[config.mk]
export PLATFORM = sky130hd
export DESIGN_NAME = lru_key_value_cache_core_flat
export DESIGN_NICKNAME = d
export VERILOG_FILES = /design/src/rtl/lruc_pkg.sv /design/src/rtl/lruc_in_if.sv /design/src/rtl/lruc_out_if.sv /design/src/rtl/lruc_cfg_if.sv /design/src/rtl/lruc_cell.sv /design/src/rtl/lru_key_value_cache_core.sv /design/src/flat_wrapper.sv
export SDC_FILE = /design/constraint.sdc
export NUM_CORES = 2
export LEC_CHECK = 0
export ABC_AREA = 1
export ABC_CLOCK_PERIOD_IN_PS = 12070
export BUFFER_PORTS_ARGS = -buffer_cell sky130_fd_sc_hd__buf_2
export CAP_MARGIN = 0
export CORE_UTILIZATION = 40
export DETAILED_ROUTE_END_ITERATION = 8
export SLEW_MARGIN = 20
export SYNTH_ARGS = -nofsm -noshare
export SYNTH_HDL_FRONTEND = slang
export SYNTH_SLANG_ARGS = --single-unit
[constraint.sdc]
create_clock -name clk -period 12.07 [get_ports clk]
set_clock_uncertainty 0.05 [all_clocks]
set_input_delay 2.414 -clock clk [delete_from_list [all_inputs] [get_ports clk]]
set_output_delay 2.414 -clock clk [all_outputs]
set_load 0.05 [all_outputs]
[src/rtl/lruc_pkg.sv]
// Shared constants, types and link structures of the key-value cache.
`timescale 1ns / 1ps
`default_nettype none
package lruc_pkg;

	localparam int MAX_ENTRIES = 16;
	localparam int KEY_W       = 32;
	localparam int VAL_W       = 32;
	localparam int CAP_W       = 5;
	localparam int AGE_W       = (MAX_ENTRIES > 1) ? $clog2(MAX_ENTRIES) : 1;
	localparam int CNT_W       = $clog2(MAX_ENTRIES + 1);
	localparam int CMP_W       = (CAP_W > CNT_W) ? CAP_W : CNT_W;

	localparam logic [CAP_W-1:0] CAP_RESET  = CAP_W'(16);
	localparam logic [VAL_W-1:0] MISS_VALUE = {VAL_W{1'b1}};

	typedef enum logic {
		OP_GET = 1'b0,
		OP_PUT = 1'b1
	} lruc_op_t;

	typedef enum logic [2:0] {
		ST_IDLE = 3'b001,
		ST_LOOK = 3'b010,
		ST_UPD  = 3'b100
	} lruc_state_t;

	typedef struct packed {
		logic             look;
		logic             apply;
		logic             put;
		logic             hit;
		logic             insert;
		logic             evict_en;
		logic [AGE_W-1:0] evict_age;
		logic [AGE_W-1:0] hit_age;
		logic [KEY_W-1:0] key;
		logic [VAL_W-1:0] value;
	} lruc_cmd_t;

	typedef struct packed {
		logic             found;
		logic [VAL_W-1:0] value;
		logic [AGE_W-1:0] age;
		logic             taken;
	} lruc_link_t;

endpackage
`default_nettype wire

[src/rtl/lruc_in_if.sv]
// Request channel: operation, key and value with valid/ready.
`timescale 1ns / 1ps
`default_nettype none
interface lruc_in_if
	import lruc_pkg::*;
();
	logic                    valid;
	logic                    ready;
	logic                    operation;
	logic signed [KEY_W-1:0] key;
	logic signed [VAL_W-1:0] value;

	modport source (output valid, output operation, output key, output value, input ready);
	modport sink   (input valid, input operation, input key, input value, output ready);
endinterface
`default_nettype wire

[src/rtl/lruc_out_if.sv]
// Response channel: found flag and read value with valid/ready.
`timescale 1ns / 1ps
`default_nettype none
interface lruc_out_if
	import lruc_pkg::*;
();
	logic                    valid;
	logic                    ready;
	logic                    found;
	logic signed [VAL_W-1:0] read_value;

	modport source (output valid, output found, output read_value, input ready);
	modport sink   (input valid, input found, input read_value, output ready);
endinterface
`default_nettype wire

[src/rtl/lruc_cfg_if.sv]
// Configuration write channel carrying the capacity register.
`timescale 1ns / 1ps
`default_nettype none
interface lruc_cfg_if
	import lruc_pkg::*;
();
	logic             valid;
	logic             ready;
	logic [CAP_W-1:0] capacity;

	modport source (output valid, output capacity, input ready);
	modport sink   (input valid, input capacity, output ready);
endinterface
`default_nettype wire

[src/rtl/lruc_cell.sv]
// One cache slot: key compare, age rank, and link to its neighbor.
`timescale 1ns / 1ps
`default_nettype none
module lruc_cell
	import lruc_pkg::*;
(
	input  wire logic       clk,
	input  wire logic       arst_n,
	input  wire lruc_cmd_t  cmd,
	input  wire lruc_link_t link_in,
	output lruc_link_t      link_out
);

	logic             valid_q;
	logic [AGE_W-1:0] age_q;
	logic [KEY_W-1:0] key_q;
	logic [VAL_W-1:0] value_q;

	logic hit_s1;
	logic claim_s1;
	logic evict_s1;

	logic hit;
	logic evict_here;
	logic free_here;
	logic claim;

	always_comb begin
		hit        = valid_q && (key_q == cmd.key);
		evict_here = cmd.evict_en && valid_q && (age_q == cmd.evict_age);
		free_here  = !valid_q || evict_here;
		claim      = free_here && !link_in.taken;

		link_out.found = link_in.found | hit;
		link_out.value = link_in.value | (hit ? value_q : '0);
		link_out.age   = link_in.age | (hit ? age_q : '0);
		link_out.taken = link_in.taken | free_here;
	end

	always_ff @(posedge clk) begin
		if (cmd.look) begin
			hit_s1   <= hit;
			claim_s1 <= claim;
			evict_s1 <= evict_here;
		end
	end

	always_ff @(posedge clk or negedge arst_n) begin
		if (!arst_n) begin
			valid_q <= 1'b0;
			age_q   <= '0;
		end else if (cmd.apply) begin
			if (cmd.hit) begin
				if (valid_q) begin
					if (hit_s1) begin
						age_q <= '0;
					end else if (age_q < cmd.hit_age) begin
						age_q <= age_q + 1'b1;
					end
				end
			end else if (cmd.insert) begin
				if (claim_s1) begin
					valid_q <= 1'b1;
					age_q   <= '0;
				end else if (evict_s1) begin
					valid_q <= 1'b0;
				end else if (valid_q) begin
					age_q <= age_q + 1'b1;
				end
			end
		end
	end

	always_ff @(posedge clk) begin
		if (cmd.apply) begin
			if (cmd.hit && hit_s1 && cmd.put) begin
				value_q <= cmd.value;
			end else if (!cmd.hit && cmd.insert && claim_s1) begin
				key_q   <= cmd.key;
				value_q <= cmd.value;
			end
		end
	end

endmodule
`default_nettype wire

[src/rtl/lru_key_value_cache_core.sv]
// Top level of the fully associative key-value cache with LRU replacement.
//
// channel  dir  handshake      payload
// req      in   valid/ready    operation, key, value
// rsp      out  valid/ready    found, read_value
// cfg      in   valid/ready    capacity
//
// Each request passes a lookup state, which compares the key in every cell and
// ripples hit, value, age and free-slot claim along the cell chain, then an
// update state, which applies the new ages, value and slot state in all cells.
// After reset all slots are invalid; capacity resets to sixteen.
// A waiting response holds the update cycle until rsp is taken.
`timescale 1ns / 1ps
`default_nettype none
module lru_key_value_cache_core
	import lruc_pkg::*;
(
	input  wire logic clk,
	input  wire logic arst_n,
	lruc_in_if.sink   req,
	lruc_out_if.source rsp,
	lruc_cfg_if.sink  cfg
);

	lruc_state_t state_q;

	logic [CAP_W-1:0] capacity_q;
	logic [CNT_W-1:0] live_count_q;

	logic             req_op_q;
	logic [KEY_W-1:0] req_key_q;
	logic [VAL_W-1:0] req_value_q;

	logic             found_s1;
	logic [VAL_W-1:0] value_s1;
	logic [AGE_W-1:0] age_s1;
	logic             evict_s1;

	logic             out_valid_q;
	logic             out_found_q;
	logic [VAL_W-1:0] out_value_q;

	logic             upd_go;
	logic             in_fire;
	logic [CMP_W-1:0] cap_ext;
	logic [CMP_W-1:0] cap_eff;
	logic [CMP_W-1:0] lc_ext;
	logic             do_evict;
	logic             insert;

	lruc_cmd_t  cmd;
	lruc_link_t link [MAX_ENTRIES+1];

	always_comb begin
		upd_go    = !out_valid_q || rsp.ready;
		req.ready = (state_q == ST_IDLE) || ((state_q == ST_UPD) && upd_go);
		in_fire   = req.valid && req.ready;
		cfg.ready = 1'b1;

		cap_ext  = CMP_W'(capacity_q);
		cap_eff  = (cap_ext > CMP_W'(MAX_ENTRIES)) ? CMP_W'(MAX_ENTRIES) : cap_ext;
		lc_ext   = CMP_W'(live_count_q);
		do_evict = (lc_ext >= cap_eff) && (live_count_q != '0);
		insert   = (req_op_q == OP_PUT) && !found_s1 && (capacity_q != '0);

		cmd.look      = (state_q == ST_LOOK);
		cmd.apply     = (state_q == ST_UPD) && upd_go;
		cmd.put       = (req_op_q == OP_PUT);
		cmd.hit       = found_s1;
		cmd.insert    = insert;
		cmd.evict_en  = do_evict;
		cmd.evict_age = AGE_W'(live_count_q - 1'b1);
		cmd.hit_age   = age_s1;
		cmd.key       = req_key_q;
		cmd.value     = req_value_q;
	end

	assign link[0] = '0;

	for (genvar i = 0; i < MAX_ENTRIES; i++) begin : g_cell
		lruc_cell u_cell (
			.clk      (clk),
			.arst_n   (arst_n),
			.cmd      (cmd),
			.link_in  (link[i]),
			.link_out (link[i+1])
		);
	end

	always_ff @(posedge clk or negedge arst_n) begin
		if (!arst_n) begin
			state_q <= ST_IDLE;
		end else begin
			case (state_q)
				ST_IDLE: begin
					if (in_fire) state_q <= ST_LOOK;
				end
				ST_LOOK: begin
					state_q <= ST_UPD;
				end
				ST_UPD: begin
					if (upd_go) state_q <= in_fire ? ST_LOOK : ST_IDLE;
				end
				default: begin
					state_q <= ST_IDLE;
				end
			endcase
		end
	end

	always_ff @(posedge clk or negedge arst_n) begin
		if (!arst_n) begin
			capacity_q <= CAP_RESET;
		end else if (cfg.valid && cfg.ready) begin
			capacity_q <= cfg.capacity;
		end
	end

	always_ff @(posedge clk or negedge arst_n) begin
		if (!arst_n) begin
			live_count_q <= '0;
		end else if (cmd.apply && insert && !evict_s1) begin
			live_count_q <= live_count_q + 1'b1;
		end
	end

	always_ff @(posedge clk) begin
		if (in_fire) begin
			req_op_q    <= req.operation;
			req_key_q   <= req.key;
			req_value_q <= req.value;
		end
		if (cmd.look) begin
			found_s1 <= link[MAX_ENTRIES].found;
			value_s1 <= link[MAX_ENTRIES].value;
			age_s1   <= link[MAX_ENTRIES].age;
			evict_s1 <= do_evict;
		end
		if (cmd.apply) begin
			out_found_q <= found_s1;
			if (req_op_q == OP_PUT) begin
				out_value_q <= '0;
			end else begin
				out_value_q <= found_s1 ? value_s1 : MISS_VALUE;
			end
		end
	end

	always_ff @(posedge clk or negedge arst_n) begin
		if (!arst_n) begin
			out_valid_q <= 1'b0;
		end else if (cmd.apply) begin
			out_valid_q <= 1'b1;
		end else if (rsp.ready) begin
			out_valid_q <= 1'b0;
		end
	end

	assign rsp.valid      = out_valid_q;
	assign rsp.found      = out_found_q;
	assign rsp.read_value = out_value_q;

endmodule
`default_nettype wire
[src/flat_wrapper.sv]
// flat-port wrapper written by rule: the top's interface ports become plain ports
module lru_key_value_cache_core_flat import lruc_pkg::*;
  (clk, arst_n, req_valid, req_operation, req_key, req_value, req_ready, rsp_valid, rsp_found, rsp_read_value, rsp_ready, cfg_valid, cfg_capacity, cfg_ready);
  lruc_in_if req_i ();
  lruc_out_if rsp_i ();
  lruc_cfg_if cfg_i ();
  input  wire logic clk;
  input  wire logic arst_n;
  input wire logic [$bits(req_i.valid)-1:0] req_valid;
  input wire logic [$bits(req_i.operation)-1:0] req_operation;
  input wire logic [$bits(req_i.key)-1:0] req_key;
  input wire logic [$bits(req_i.value)-1:0] req_value;
  output wire logic [$bits(req_i.ready)-1:0] req_ready;
  output wire logic [$bits(rsp_i.valid)-1:0] rsp_valid;
  output wire logic [$bits(rsp_i.found)-1:0] rsp_found;
  output wire logic [$bits(rsp_i.read_value)-1:0] rsp_read_value;
  input wire logic [$bits(rsp_i.ready)-1:0] rsp_ready;
  input wire logic [$bits(cfg_i.valid)-1:0] cfg_valid;
  input wire logic [$bits(cfg_i.capacity)-1:0] cfg_capacity;
  output wire logic [$bits(cfg_i.ready)-1:0] cfg_ready;
  assign req_i.valid = req_valid;
  assign req_i.operation = req_operation;
  assign req_i.key = req_key;
  assign req_i.value = req_value;
  assign req_ready = req_i.ready;
  assign rsp_valid = rsp_i.valid;
  assign rsp_found = rsp_i.found;
  assign rsp_read_value = rsp_i.read_value;
  assign rsp_i.ready = rsp_ready;
  assign cfg_i.valid = cfg_valid;
  assign cfg_i.capacity = cfg_capacity;
  assign cfg_ready = cfg_i.ready;
  lru_key_value_cache_core u_core (.clk(clk), .arst_n(arst_n), .req(req_i), .rsp(rsp_i), .cfg(cfg_i));
endmodule
# Yosys cells after proc, flatten, opt, wreduce, memory -nomap -nowiden
# Cells that the tools add are included.
dict set report classes {
  eq_ne 101
  muxes 232
  bitwise_logic 76
  magnitude_cmp 18
  addsub 18
  n_reduce_logical 272
}
# operator count
set op_table {}
lappend op_table {{32-bit 2-to-1 mux} 49}
lappend op_table {{4-bit 2-to-1 mux} 144}
lappend op_table {{32-bit equality test} 16}
lappend op_table {{32-bit bitwise OR} 15}
lappend op_table {{1-bit logical AND} 119}
lappend op_table {{6-bit AND reduction} 16}
lappend op_table {{2-bit nonzero test} 34}
lappend op_table {{4-bit by 1-bit adder with 4-bit output (second input constant)} 16}
lappend op_table {{4-bit equality test} 16}
lappend op_table {{4-bit < comparator} 16}
lappend op_table {{4-bit inequality test (second input constant)} 16}
lappend op_table {{4-bit AND reduction} 16}
lappend op_table {{4-bit bitwise OR} 15}
lappend op_table {{3-bit by 2-bit inequality test with 1-bit output (second input constant)} 16}
lappend op_table {{3-bit inequality test (second input constant)} 16}
lappend op_table {{3-bit AND reduction} 16}
lappend op_table {{1-bit logical NOT} 34}
lappend op_table {{1-bit 2-to-1 mux} 34}
lappend op_table {{2-bit AND reduction} 17}
lappend op_table {{2-bit inequality test (second input constant)} 16}
lappend op_table {{1-bit bitwise OR} 29}
lappend op_table {{1-bit logical OR} 18}
lappend op_table {{1-bit inverter} 17}
lappend op_table {{5-bit nonzero test} 2}
lappend op_table {{other kinds (12)} 14}
dict set report word_totals {
  word_cells 842
  reg_bits 1302
  output_inout_bits 36
  in_bits 75
}

# Logic depth before layout (Yosys ltp)
dict set report depth {
  depth_word 23
  ltp_mapped 21
  ltp_nobuf 20
}

# Hierarchy
# From an unflattened synthesis, not the netlist that was laid out.
dict set report hier_totals {
  hier_cells 7426
  hier_area_um2 67407.1
}
# module cells_per_inst n_inst area_per_inst_um2 seq_area_each_um2
set by_module_without_submodules {}
lappend by_module_without_submodules {{lruc_cell at u_core.g_cell[13].u_cell ...} 443 12 3863.7 2137.0}
lappend by_module_without_submodules {{lruc_cell at u_core.g_cell[0].u_cell ...} 444 4 3920.0 2137.0}
lappend by_module_without_submodules {lru_key_value_cache_core 334 1 5362.6 4436.8}

# Least setup slack after synthesis
# OpenSTA, ideal clock, no wires.
dict set report synth_path {
  kind {in2reg}
  start {in rsp_ready}
  end {reg u_core.g_cell[0].u_cell.value_q[0], enable pin}
  setup_time_ps 511
  path_buffers 1
  path_slack_ps 4551
  cell_stages 5
  required_time_ps 11509
  arrival_time_ps 6959
  path_cell_list {nor2_1 > nor2_4 > inv_1 > clkbuf_1 > o41ai_1}
}
# item line_no
set synth_lines {}
lappend synth_lines {{from (decl)} flat_wrapper.sv:17} ;# input wire logic [$bits(rsp_i.ready)-1:0] rsp_ready;
lappend synth_lines {{to (signal assigned)} lruc_cell.sv:77} ;# value_q <= cmd.value;
lappend synth_lines {{to (signal assigned)} lruc_cell.sv:80} ;# value_q <= cmd.value;
lappend synth_lines {{to (decl)} lruc_cell.sv:17} ;# logic [VAL_W-1:0] value_q;

==> results.json <==
{
  "synth.area.top_cells": "edfxtp_1, nand2_1, dfrtp_1",
  "outcome": "completed",
  "clock-sinks": 1302,
  "worst_pin_slew_ns": 1.12,
  "synth_nets": 4506,
  "die_x_um": 371,
  "grt_pass1_vias": 34863,
  "ys_types": 54,
  "final_nets": 4678,
  "num_antenna_cells": 0,
  "worst-setup-path-type": "in2out",
  "grt_usage_pct": 23.4,
  "die_y_um": 371,
  "ys_warn_count": 0,
  "ff2ff_path_depth": 12,
  "start_util_pct": 40.3,
  "root_buffer": "clkbuf_16",
  "post_cts_resized": 0,
  "end_kind": "primary output",
  "post-dp-hpwl_um": 92700,
  "crit_family": "buffers and inverters",
  "avgSynthCellArea_um2": 12.5,
  "max_stage_delay_ns": 0.56,
  "cpMostUsedCell": "buf_2",
  "grt_start_max_net_pins": 71,
  "antenna_found_initial": 6,
  "synth-edff-count": 1208,
  "core-area_um2": 135000,
  "intPower_mw": 8.43,
  "worstPathArrival_ns": 3.81,
  "grt_pass1_wl_um": 233000,
  "min_period_over_period_pct": 52.0,
  "whs_ns": 0.467,
  "hold_buffers": 0,
  "io_pins": 111,
  "relSlewSlack_pct": 25.3,
  "h-tree-depth": 4,
  "num_rows": 135,
  "ant_nets": 0,
  "pre_cts_slack_ns": 5.06,
  "power.density_nw_per_um2": 198,
  "numCtsBuffers": 135,
  "first_pass_iters": 6,
  "fin_ws_ns": 5.80,
  "hold_depth": 1,
  "postCtsSetupBuffers": 0,
  "cts_tree": "yes",
  "yosysTopAreaCellShare_pct": 66.4,
  "layout_min_cycle_time_ns": 6.27,
  "tns_ns": 0,
  "utilization_pct": 45.5,
  "drv_slew": 0,
  "viasPerCell": 5.66,
  "io_buffers": 109,
  "place_congestion": 0.904,
  "drt-initial-drc-count": 5028,
  "switchingPower_mw": 3.81,
  "clk_latency_ns": 0.79,
  "wire_per_inst_um": 25.3,
  "fmax_mhz": 159,
  "clkSlewWorstSetupHoldPaths_ns": 0.06,
  "ctsLongestPathBuffers": 3,
  "hold_violations": 0,
  "p_sw_share_pct": 31.1,
  "dp_cells": 6175,
  "regArea_um2": 38600,
  "critical_path_required_ns": 9.61,
  "pwr-share-clk_pct": 33.9,
  "via_count": 36345,
  "crit_buf_inv": 4,
  "rsz0062_at_grt": "false",
  "grt_overflow": 0,
  "ys_seq_area_share_pct": 70.7,
  "async_reset_ff_share_pct": 7.22,
  "cp_num_cells": 7,
  "peakVddDrop_mv": 0.120,
  "routed_wl_um": 162000,
  "stdcell_count": 6424,
  "syn_inst": 4359,
  "drive_gt1_share_pct": 10.9,
  "pwr-share-comb_pct": 18.0,
  "multi_input_area_um2": 14200,
  "dieArea_um2": 138000,
  "syn_area_um2": 54600,
  "leakagePower_nw": 21.6,
  "critPathMaxFanout": 39,
  "yosys_register_bits": 1302,
  "syn2layout_area_growth_pct": 13.0,
  "worstSetupStartpointType": "input port",
  "synth_area_leader_cell": "edfxtp_1",
  "synth_top_flop_cell": "edfxtp_1",
  "route.detailed.drc": 0,
  "num-fill-cells": 12193,
  "p_seq_share_pct": 48.1,
  "crit_chain": "buf_2 -> nor2_1 -> nor2_4 -> buf_4 -> inv_1 -> nand2_1 -> buf_2",
  "cap_violations": 0,
  "setup_violations": 0,
  "cp_slowest_cell": "buf_4",
  "hp-class": "reg2reg"
}
==> final timing paths <==
check                                  start  slack (ns)                                   to
max in group asynchronous             arst_n        9.11    u_core.g_cell[10].u_cell.age_q[0]
min reg2reg                 u_core.lc_ext[4]        0.47                     u_core.lc_ext[4]
min in group asynchronous             arst_n        1.51                     u_core.lc_ext[4]
max reg2reg                u_core.state_q[1]        6.77  u_core.g_cell[8].u_cell.value_q[29]
max                                rsp_ready        5.80                            req_ready
min                         u_core.lc_ext[4]        0.47                     u_core.lc_ext[4]
==> synth_stat cells, drive strengths merged (29+ instances only) <==
library cell and count:
o21ai 221, xnor2 103, nor3b 29, nor4 50, nand3 149, nor3 36, dfrtp 92, xor2 61
buf 136, nand2 979, a21oi 101, or2 29, edfxtp 1208, nor2 322, ha 72, inv 260
o22ai 97, a22o 29, nand4 188, a221oi 50
==> cell type report <==
| cell class | count | share of cell area, % |
|---|---|---|
| Multi-Input combinational cell | 2629 | 23.1 |
| Clock buffer | 167 | 5.76 |
| Inverter | 264 | 1.62 |
| Clock inverter | 82 | 1.36 |
| Tap cell | 1781 | 3.61 |
| Sequential cell | 1302 | 62.6 |
| Timing Repair Buffer | 199 | 1.98 |
==> flip-flops by register name, indices dropped and copies added, names as in the netlist, 32 cells and up <==
signal,cells
u_core.g_cell.u_cell.key_q,512
u_core.g_cell.u_cell.value_q,512
u_core.g_cell.u_cell.age_q,64
u_core.req_key_q,32
u_core.req_value_q,32
u_core.rsp.read_value,32
u_core.value_s1,32
==> cell usage in the layout (no fill, tap or decap), types with 12 or more instances in the layout <==
cell,instances
nand2_1,977
a21boi_0,19
nand3_1,148
clkbuf_16,137
buf_2,108
buf_4,91
a221oi_1,50
nand4_1,187
ha_1,72
a21oi_1,101
nor3b_1,26
inv_1,228
clkinv_1,34
edfxtp_1,1208
nor4_1,48
o22ai_1,97
nor3_1,34
clkbuf_1,29
bufinv_16,12
nor2_1,297
inv_2,31
a22o_1,29
xnor2_1,103
nor2_4,18
clkinv_2,18
o41ai_2,13
a211oi_1,24
or2_2,29
xor2_1,61
dfrtp_1,92
o21ai_0,210
o211ai_1,17
==> stage by stage <==
stage / total power [mW] / cell area, µm²
2_1_floorplan: 7.15 / 54600
3_3_place_gp: 8.07 / 57300
3_5_place_dp: 8.12 / 57300
4_1_cts: 12.3 / 61700
5_1_grt: 12.7 / 61700
6_report: 12.2 / 61700
==> metal layers <==
metal	share of wire (%)	GRT usage, %	vias up	wire length [µm]
li1	-	-	16128	-
met1	41	32.4	18047	66700
met2	46	36.7	1828	74300
met3	9.6	4.73	342	15500
met4	3.5	8.42	0	5710
met5	0	0	-	0
==> logic make-up (layout without fill, tap and decap cells) <==
logic type	count (synthesis)	count (layout)	synth area share (%)
simple gates	1792	1792	14.4
xor+xnor	164	164	2.63
fa+ha+maj	72	72	1.65
mux	3	3	0.0619
other cells	1	1	0.00687
compound gates	597	597	6.77
flops	1302	1302	70.7
buf+inv	428	712	3.70
==> power groups by stage <==
stage	registers [mW]	logic [mW]	clock network, mW
after CTS	5.87	2.17	4.21
final	5.88	2.20	4.15
after global routing	5.91	2.39	4.37
after floorplan	5.88	1.27	0
after detailed placement	5.96	2.16	0
after global placement	5.95	2.12	0
No activity file was read; power rests on OpenSTA's default activity.
